[src/rhpt_pkg.sv]
// Shared types, constants and helper functions of the runtime history table.
package rhpt_pkg;

    localparam int TABLE_ENTRIES = 16;
    localparam int IDX_W         = $clog2(TABLE_ENTRIES);

    localparam int KEY_W  = 64;
    localparam int DUR_W  = 32;
    localparam int BASE_W = 8;
    localparam int PRIO_W = 9;

    localparam int S_TDATA_W = ((KEY_W + DUR_W + BASE_W + 7) / 8) * 8;
    localparam int M_FIELD_W = PRIO_W + 1 + DUR_W;
    localparam int M_TDATA_W = ((M_FIELD_W + 7) / 8) * 8;
    localparam int M_PAD_W   = M_TDATA_W - M_FIELD_W;

    localparam int REM_W = 4;

    localparam logic [DUR_W-1:0] RECIP_TEN   = 32'hCCCC_CCCD;
    localparam int               RECIP_SHIFT = 35;
    localparam int               RMIX_W      = 7;
    localparam int               RPROD_W     = 15;
    localparam logic [7:0]       REM_RECIP   = 8'd205;
    localparam int               REM_SHIFT   = 11;

    localparam logic OP_RECORD = 1'b0;
    localparam logic OP_QUERY  = 1'b1;

    typedef logic signed [PRIO_W-1:0] prio_t;

    localparam logic [DUR_W-1:0] AVG_VERY_SHORT = 32'd10;
    localparam logic [DUR_W-1:0] AVG_SHORT      = 32'd50;
    localparam logic [DUR_W-1:0] AVG_VERY_LONG  = 32'd2000;
    localparam logic [DUR_W-1:0] AVG_LONG       = 32'd500;

    localparam prio_t ADJ_BIG     = 9'sd5;
    localparam prio_t ADJ_SMALL   = 9'sd2;
    localparam prio_t ADJ_UNKNOWN = 9'sd1;
    localparam prio_t ADJ_NONE    = 9'sd0;

    typedef struct packed {
        logic load_in;
        logic compare;
        logic select;
        logic calc;
        logic div_step;
        logic div_fin;
        logic out_load;
    } cmd_t;

    typedef struct packed {
        logic record_hit;
        logic out_free;
    } status_t;

    function automatic prio_t adjust(input logic [DUR_W-1:0] avg);
        prio_t r;
        if (avg < AVG_VERY_SHORT) begin
            r = ADJ_BIG;
        end else if (avg < AVG_SHORT) begin
            r = ADJ_SMALL;
        end else if (avg > AVG_VERY_LONG) begin
            r = -ADJ_BIG;
        end else if (avg > AVG_LONG) begin
            r = -ADJ_SMALL;
        end else begin
            r = ADJ_NONE;
        end
        return r;
    endfunction

    function automatic logic [IDX_W-1:0] lowest_set(input logic [TABLE_ENTRIES-1:0] vec);
        logic [IDX_W-1:0] idx;
        idx = '0;
        for (int i = TABLE_ENTRIES - 1; i >= 0; i--) begin
            if (vec[i]) begin
                idx = IDX_W'(i);
            end
        end
        return idx;
    endfunction

endpackage

[src/rhpt_ctrl.sv]
// Sequencer of the runtime history table: lookup, update, divide and output steps.
module rhpt_ctrl (
    input  logic              aclk,
    input  logic              aresetn,
    input  logic              s_tvalid,
    input  rhpt_pkg::status_t status,
    output logic              s_tready,
    output rhpt_pkg::cmd_t    cmd
);
    import rhpt_pkg::*;

    localparam logic [2:0] ST_IDLE = 3'd0;
    localparam logic [2:0] ST_CMP  = 3'd1;
    localparam logic [2:0] ST_RD   = 3'd2;
    localparam logic [2:0] ST_CALC = 3'd3;
    localparam logic [2:0] ST_DIV  = 3'd4;
    localparam logic [2:0] ST_FIN  = 3'd5;
    localparam logic [2:0] ST_OUT  = 3'd6;

    logic [2:0] state_reg, state_next;

    always_ff @(posedge aclk) begin
        if (!aresetn) begin
            state_reg <= ST_IDLE;
        end else begin
            state_reg <= state_next;
        end
    end

    always_comb begin
        state_next = state_reg;
        cmd        = '0;
        s_tready   = 1'b0;
        case (state_reg)
            ST_IDLE: begin
                s_tready = 1'b1;
                if (s_tvalid) begin
                    cmd.load_in = 1'b1;
                    state_next  = ST_CMP;
                end
            end
            ST_CMP: begin
                cmd.compare = 1'b1;
                state_next  = ST_RD;
            end
            ST_RD: begin
                cmd.select = 1'b1;
                state_next = ST_CALC;
            end
            ST_CALC: begin
                cmd.calc   = 1'b1;
                state_next = status.record_hit ? ST_DIV : ST_OUT;
            end
            ST_DIV: begin
                cmd.div_step = 1'b1;
                state_next   = ST_FIN;
            end
            ST_FIN: begin
                cmd.div_fin = 1'b1;
                state_next  = ST_OUT;
            end
            ST_OUT: begin
                if (status.out_free) begin
                    cmd.out_load = 1'b1;
                    state_next   = ST_IDLE;
                end
            end
            default: begin
                state_next = ST_IDLE;
            end
        endcase
    end

endmodule

[config.mk]
export PLATFORM = sky130hd
export DESIGN_NAME = rhpt_ctrl
export DESIGN_NICKNAME = d
export VERILOG_FILES = /design/src/rhpt_pkg.sv /design/src/rhpt_ctrl.sv
export SDC_FILE = /design/constraint.sdc
export NUM_CORES = 1
export LEC_CHECK = 0
export BUFFER_PORTS_ARGS = -buffer_cell sky130_fd_sc_hd__buf_2
export CORE_AREA = 2 2 39 41
export DETAILED_ROUTE_END_ITERATION = 7
export DIE_AREA = 0 0 41 43
export MAX_ROUTING_LAYER = met4
export SLEW_MARGIN = 0
export SYNTH_ARGS = -nofsm -noshare
export SYNTH_HDL_FRONTEND = slang
export SYNTH_SLANG_ARGS = --single-unit
[constraint.sdc]
create_clock -name aclk -period 1.1 [get_ports aclk]
set_clock_uncertainty 0.05 [all_clocks]
set_input_delay 0 -clock aclk [delete_from_list [all_inputs] [get_ports aclk]]
set_output_delay 0 -clock aclk [all_outputs]
set_load 0.02 [all_outputs]
## Yosys cells after proc, flatten, opt, wreduce, memory -nomap -nowiden

Cells that the tools add are included.

- Register bits: 3
- Latch bits: 0
- RAM bits: 0
- Bits in read-only memories: 0
- Input port bits: 5
- Output and inout bits: 8
- Logic and storage cells: 25
- Memories kept: 0

- Add/sub/neg operators: 0
- Multipliers: 0
- Divide/modulo/power cells: 0
- Magnitude comparators: 0
- Equal/unequal tests: 8
- Shift-type cells: 0
- Mux-type cells: 14
- Bitwise logic cells: 0
- Reductions and logical operators: 2

Operator list:

| kind | count |
|---|---|
| case mux 3 bit (7 select lines) | 1 |
| 2-to-1 mux 1 bit | 10 |
| == test 3 bit (second input constant) | 3 |
| == test 3 x 2 -> 1 bit (second input constant) | 2 |
| 2-to-1 mux 3 bit | 2 |
| inequality test 2 bit (second input constant) | 2 |
| == test 3 x 1 -> 1 bit (second input constant) | 1 |
| logical NOT 3 bit | 1 |
| 2-to-1 mux 2 bit | 1 |
| AND reduction 2 bit | 1 |

## Longest topological paths before layout

Gate-level depths: netlist of run 1.

- Depth in word-level cells: 3
- Mapped depth: 4
- Mapped depth without buffers: 3

## Worst setup path after synthesis of run 1

OpenSTA, ideal clock, no wires.

- Kind: register to output
- Start point: reg state_reg[2]
- End point: out cmd[6] in the netlist's numbering
- Arrival time: 1.089 ns
- Data required time: 1.050 ns
- Path slack: -0.039 ns
- Cell stages (with the launch flop): 4
- Path buffers: 1
- Cell sequence: dfxtp_1 > buf_6 > nor3_2 > and2_1

RTL lines:

| item | RTL line | source |
|---|---|---|
| start, declared | rhpt_ctrl.sv:20 | `logic [2:0] state_reg, state_next;` |
| start signal, assigned | rhpt_ctrl.sv:26 | `state_reg <= state_next;` |
| end, declared | rhpt_ctrl.sv:8 | `output rhpt_pkg::cmd_t cmd` |

==> results.md, run 1 <==
- Failing checks: negative setup slack
- Cell family with most CP delay: buffers and inverters
- Final hold vios: 0
- WP data arrival: 1.15 ns
- Kind of critical path: reg2out
- Die Ht: around 43 um
- Internal: about 420 uW
- Clock sinks: 3
- TritonRoute pass-1 iters: 1
- Initial antenna violation count: 0
- I/O pin cnt: 13
- Pleak: between 0.2 and 0.25 nW
- Max-slew headroom at the worst pin: 82.90%
- Worst path cell trace: buf_4, nor3b_1, buf_2
- CTS tree: yes
- Largest register FFs: 3
- Worst-margin pin slew: approximately 0.26 ns
- Max Transition Viols Final: 0
- Critical Path RT: 1.05 ns
- Core Rows: 14
- CP Max Fanout: 6
- Setup ws final: -0.09757 ns
- Final ANT Viol Nets: 0
- Via count: approximately 280
- Cell Pwr Density: about 1300 mW/mm^2
- Register area share after synthesis: 25.00%
- Worst skew pair latency: around 0.23 ns
- Diode count: 0
- Seq pwr share: a little under a quarter
- Crit path capture type: output port
- Sw power: ~200 uW
- Gate power share: roughly 46%
- RSZ-0062 raised after global routing: true
- Die Wd: slightly above 40 um
- Detailed Route WL: between 700 and 800 um
- Worst setup SP type: register
- Core Area: between 0.001 and 0.0015 mm^2
- Worst path bufs/invs: 2
- Synthesized net count: 32
- Post-synth cell types: 18
- Most common cell after layout, fill and taps aside: buf_4
- Worst R2R Setup Slack: 0 ns
- Clock Tree Buf Depth: 2
- Pre-CTS setup slack: roughly 0.033 ns
- Most frequent cells in the layout: buf_4 (10), buf_2 (7), buf_6 (6)
- Hold Path Class: in2reg
- Power share of the clock group: between 30 and 40%
- Area growth, synth to finish: 102.6%
- Yosys reg bits: 3
- Initial Util: between 10% and 20%
- Vias in the first global route: 298
- Syn_area_per_cell: slightly below 9 um^2
- Synth Instances: 27
- Placer Congestion: 0.7116
- Die area: ~0.0018 mm^2
- Final net count: 59
- GR Util All Layers: 11.10%
- Initial DRC count: 0
- Fin crit share: 108.9%
- Drt drc: 0
- Largest net degree at the start of global routing: 10
- Grt total ovfl: 0
- Status: finished with violations
- Sw Share: 32.95%
- Achievable clock frequency: between 800 and 900 MHz
- Slowest-stage cell, CP: dfxtp_2
- DR WL/cell: about 11 um
- Synth warn: 0
- Clk slew on worst S/H paths: about 0.030 ns
- Root Driver: clkbuf_4
- First-pass GRT wire length: between 1 and 1.5 mm
- Overall Power: roughly 620 uW
- Final setup fails: 3
- Minimum clock period after layout: 1.198 ns
- Total of max-cap violations: 0
- # port buffers: 12
- HPWL after DPL: between 400 and 500 um
- Worst vdd ir: 0.5066 mV
- Netlist Area Pre-Place: between 200 and 250 um^2
- Worst path max stage delay: 0.33 ns
- Fin util: between 30% and 40%
- Via-to-Cell Ratio: 4.101
- H-tree depth: 1
- TritonCTS Buffers: 3
- Share of cells above drive strength 1: around three quarters
[repair_timing]
item,in CTS,in global routing
hold endpoints to repair,2,0
pin swaps,1,3
endpoints found under the setup margin,8,9
hold buffers,2,0
setup buffers,4,1
resized for setup,11,10
[cell type report]
| cell class | count | area, um^2 |
|---|---|---|
| Fill cell | 155 | 897.1 |
| Timing Repair Buffer | 25 | 197.7 |
| Sequential cell | 3 | 66.31 |
| Clock buffer | 4 | 26.28 |
| Inverter | 2 | 7.507 |
| Multi-Input combinational cell | 19 | 168.9 |
| Tap cell | 16 | 20.02 |
[stage by stage]
step | TNS, ns | instance area, um^2 | cells | hold slack [ns]
2_1_floorplan | -0.02012 | 246.5 | 27 | 0.06745
5_1_grt | -0.4556 | 486.7 | 69 | 0.1853
3_5_place_dp | 0 | 337.8 | 58 | 0.1730
6_report | -0.1531 | 486.7 | 69 | 0.1462
4_1_cts | -0.1199 | 446.7 | 68 | 0.1247
3_3_place_gp | 0 | 337.8 | 58 | 0.1723
[power groups by stage]
stage / Combinational (mW) / Clock, mW / Sequential (mW)
3_5_place_dp: 0.193 / 0 / 0.142
5_1_grt: 0.309 / 0.218 / 0.143
3_3_place_gp: 0.192 / 0 / 0.140
6_report: 0.288 / 0.191 / 0.142
2_1_floorplan: 0.148 / 0 / 0.132
4_1_cts: 0.245 / 0.202 / 0.139
[metal layers]
| layer | vias to the layer above | share of wire, % | global-route usage (%) |
|---|---|---|---|
| li1 | 147 | - | - |
| met1 | 132 | 30 | 9.295 |
| met2 | 4 | 66 | 19.06 |
| met3 | 0 | 4.3 | 3.141 |
| met4 | 0 | 0 | 8.000 |
| met5 | - | 0 | - |
[tightest hold or removal path, cell delays in order]
cell	delay (ns)
buf_2	0.11
nor3_1	0.20
a2111oi_2	0.08
[kinds of logic (layout without fill, tap and decap cells)]
| kind of cell | after synthesis | after routing | synth area share, % |
|---|---|---|---|
| AO/OA/AOI/OAI | 6 | 6 | 19.27 |
| AND/OR/NAND/NOR | 13 | 13 | 38.54 |
| buffers and inverters | 5 | 31 | 17.19 |
| flip-flops | 3 | 3 | 25.00 |
[synth_stat cells (all sizes together)]
master / count / area share [%]
nor3: 3 / 8.3
buf: 3 / 14
nand2: 2 / 4.2
and2: 2 / 5.2
inv: 2 / 3.1
nor2: 1 / 2.6
and4b: 1 / 4.2
a2111oi: 1 / 6.2
a21oi: 3 / 7.8
and3: 1 / 2.6
dfxtp: 3 / 25
nor3b: 3 / 11
o21a: 1 / 3.1
o21ai: 1 / 2.1
[final timing paths]
kind | endpoint | cells after the start | startpoint
setup reg to reg | state_reg[2] | 5 | state_reg[0]
hold / removal | state_reg[0] | 3 | s_tvalid
hold reg to reg | state_reg[0] | 2 | state_reg[1]
setup / recovery | cmd[2] | 3 | state_reg[2]
Power figures use the tool's default switching activity.
==> run 2, diff against run 1 <==
Settings changed: CTS_BUF_LIST set to sky130_fd_sc_hd__clkbuf_16, PLACE_DENSITY set to 0.48.
==> run 2 against run 1 <==
Combinational power down 11%. The run still ends with negative setup slack left. Utilization is 1.6 points higher. Via count is 1.8% lower. Sequential power grew 4%. Hold slack lost 0.13 ns. Global-route usage decreased by 2.4 points. Largest cell class unchanged. Non-clock buffer count fell by 3. Critical path type unchanged.
==> results.md, run 2 (same netlist as run 1, synthesis figures left out) <==
- Placer Congestion: between 0.7 and 0.8
- Worst r2r dst: state_reg[1]
- Slowest-stage cell, CP: dfxtp_4
- HP Start: status[1]
- Worst Reg-to-Reg Cells: 5
- Root Driver: clkbuf_16
- Hold EP: state_reg[1]
- Sw Share: 24.35%
- Max-slew headroom at the worst pin: a little over four fifths
- Hold path cells: 4
- Largest register FFs: 3
- Die Ht: approximately 43 um
- Die Wd: ~41 um
- Initial Util: 17.36%
- Initial antenna violation count: 0
- Setup ws final: -0.02135 ns
- H-tree depth: 1
- Worst path cell trace: buf_6, nor3_4, and2_4, buf_6
- Internal: 731.5 uW
- Clock sinks: 3
- Achievable clock frequency: a little under 900 MHz
- WP data arrival: approximately 1.1 ns
- Largest net degree at the start of global routing: 10
- Area growth, synth to finish: 112.0%
- Clock Tree Buf Depth: 2
- Core Rows: 14
- GR Util All Layers: under 10%
- HPWL after DPL: approximately 440 um
- Via count: roughly 280
- Kind of critical path: reg2out
- Worst path max stage delay: 0.35 ns
- Vias in the first global route: 235
- Critical Path RT: roughly 1.1 ns
- Worst setup SP type: register
- Hold Path Class: in2reg
- Core Area: between 0.001 and 0.0015 mm^2
- Fillers: between 100 and 150
- Max Transition Viols Final: 0
- Pre-CTS setup slack: 0.03647 ns
- Diode count: 0
- Fin crit share: 101.9%
- Die area: 0.001763 mm^2
- Clk slew on worst S/H paths: around 0.03 ns
- CTS tree: yes
- Worst-margin pin slew: between 0.2 and 0.25 ns
- Pleak: approximately 0.25 nW
- Power share of the clock group: between 50% and 60%
- Seq pwr share: between 15 and 20%
- Gate power share: between 20% and 30%
- Grt total ovfl: 0
- First-pass GRT wire length: about 1 mm
- Cell family with most CP delay: flip-flops
- Final ANT Viol Nets: 0
- Status: finished with violations
- Most common cell after layout, fill and taps aside: buf_4
- DR WL/cell: roughly 10 um
- Failing checks: negative setup slack
- RSZ-0062 raised after global routing: true
- Total of max-cap violations: 0
- # port buffers: 12
- WHS: about 0.014 ns
- Most frequent cells in the layout: buf_4 (10), buf_2 (6), buf_6 (5)
- Worst vdd ir: about 1 mV
- Minimum clock period after layout: roughly 1.1 ns
- Worst path bufs/invs: 2
- Final setup fails: 2
- Cell Pwr Density: 1899 mW/mm^2
- Share of cells above drive strength 1: between 70% and 80%
- Via-to-Cell Ratio: ~4.2
- TritonCTS Buffers: 3
- Worst R2R Setup Slack: 0.02 ns
- Final hold vios: 0
- Reg-to-Reg Start: state_reg[0]
- Drt drc: 0
- Sw power: ~240 uW
- TritonRoute pass-1 iters: 2
- Detailed Route WL: about 670 um
- Initial DRC count: 4
- I/O pin cnt: 13
- Most frequent CP cell: buf_6
- CP Max Fanout: 6
- Worst skew pair latency: between 0.2 and 0.25 ns
- Crit path capture type: output port
- Final net count: 56
-- run 2: power by group through the flow --
stage,clock (mW),combinational (mW),sequential [mW]
floorplan,0,0.148,0.132
global placement,0,0.187,0.147
detailed placement,0,0.187,0.146
CTS,0.569,0.229,0.148
global route,0.586,0.276,0.151
finish,0.564,0.255,0.148
-- run 2: how the worst max path moves through the flow --
stage	startpoint	end	slack (ns)	cells after the start
6_report	state_reg[1]	cmd[6]	-0.02	4
5_1_grt	state_reg[1]	cmd[6]	-0.06	4
4_1_cts	state_reg[1]	cmd[6]	-0.02	4
3_5_place_dp	state_reg[2]	state_reg[0]	0.04	2
3_3_place_gp	state_reg[1]	state_reg[2]	0.02	3
2_1_floorplan	state_reg[0]	cmd[5]	-0.02	2
-- run 2: cell type report --
cell class	count	area, um^2	share of cell area [%]
Sequential cell	3	68.82	13.51
Inverter	2	7.507	1.474
Timing Repair Buffer	22	171.4	33.66
Clock buffer	3	75.07	14.74
Multi-Input combinational cell	19	162.7	31.94
Tap cell	16	20.02	3.931
Clock inverter	1	3.754	0.7371
-- run 2: repair_timing --
| action | 4_1_cts | 5_1_grt |
|---|---|---|
| setup endpoints to repair | 8 | 7 |
| gates resized for setup | 15 | 5 |
| hold endpoints to repair | 1 | 0 |
| buffers inserted | 2 | 2 |
| hold buffers | 1 | 0 |
| pin swaps | 1 | 0 |
-- run 2: through the flow --
step | instances | util, % | power, mW | area (um^2) | setup TNS (ns)
final | 66 | 36.80 | 0.9670 | 509.2 | -0.02558
after detailed placement | 57 | 23.87 | 0.3328 | 330.3 | 0
after CTS | 64 | 34.63 | 0.9454 | 479.2 | -0.03279
after floorplan | 27 | - | 0.2798 | 246.5 | -0.02012
after global routing | 66 | 36.80 | 1.013 | 509.2 | -0.1535
after global placement | 57 | 23.87 | 0.3335 | 330.3 | 0
-- run 2: per-layer routing --
| metal | wire length (um) | vias up | track usage (%) |
|---|---|---|---|
| li1 | - | 140 | - |
| met1 | 288 | 130 | 10.93 |
| met2 | 360 | 8 | 12.19 |
| met3 | 24 | 0 | 3.141 |
| met4 | 0 | 0 | 4.000 |
| met5 | 0 | - | - |
-- run 2: tightest hold or removal path, stage by stage --
cell	delay, ns
buf_2	0.08
a21oi_1	0.05
nand2_1	0.07
a21oi_2	0.04
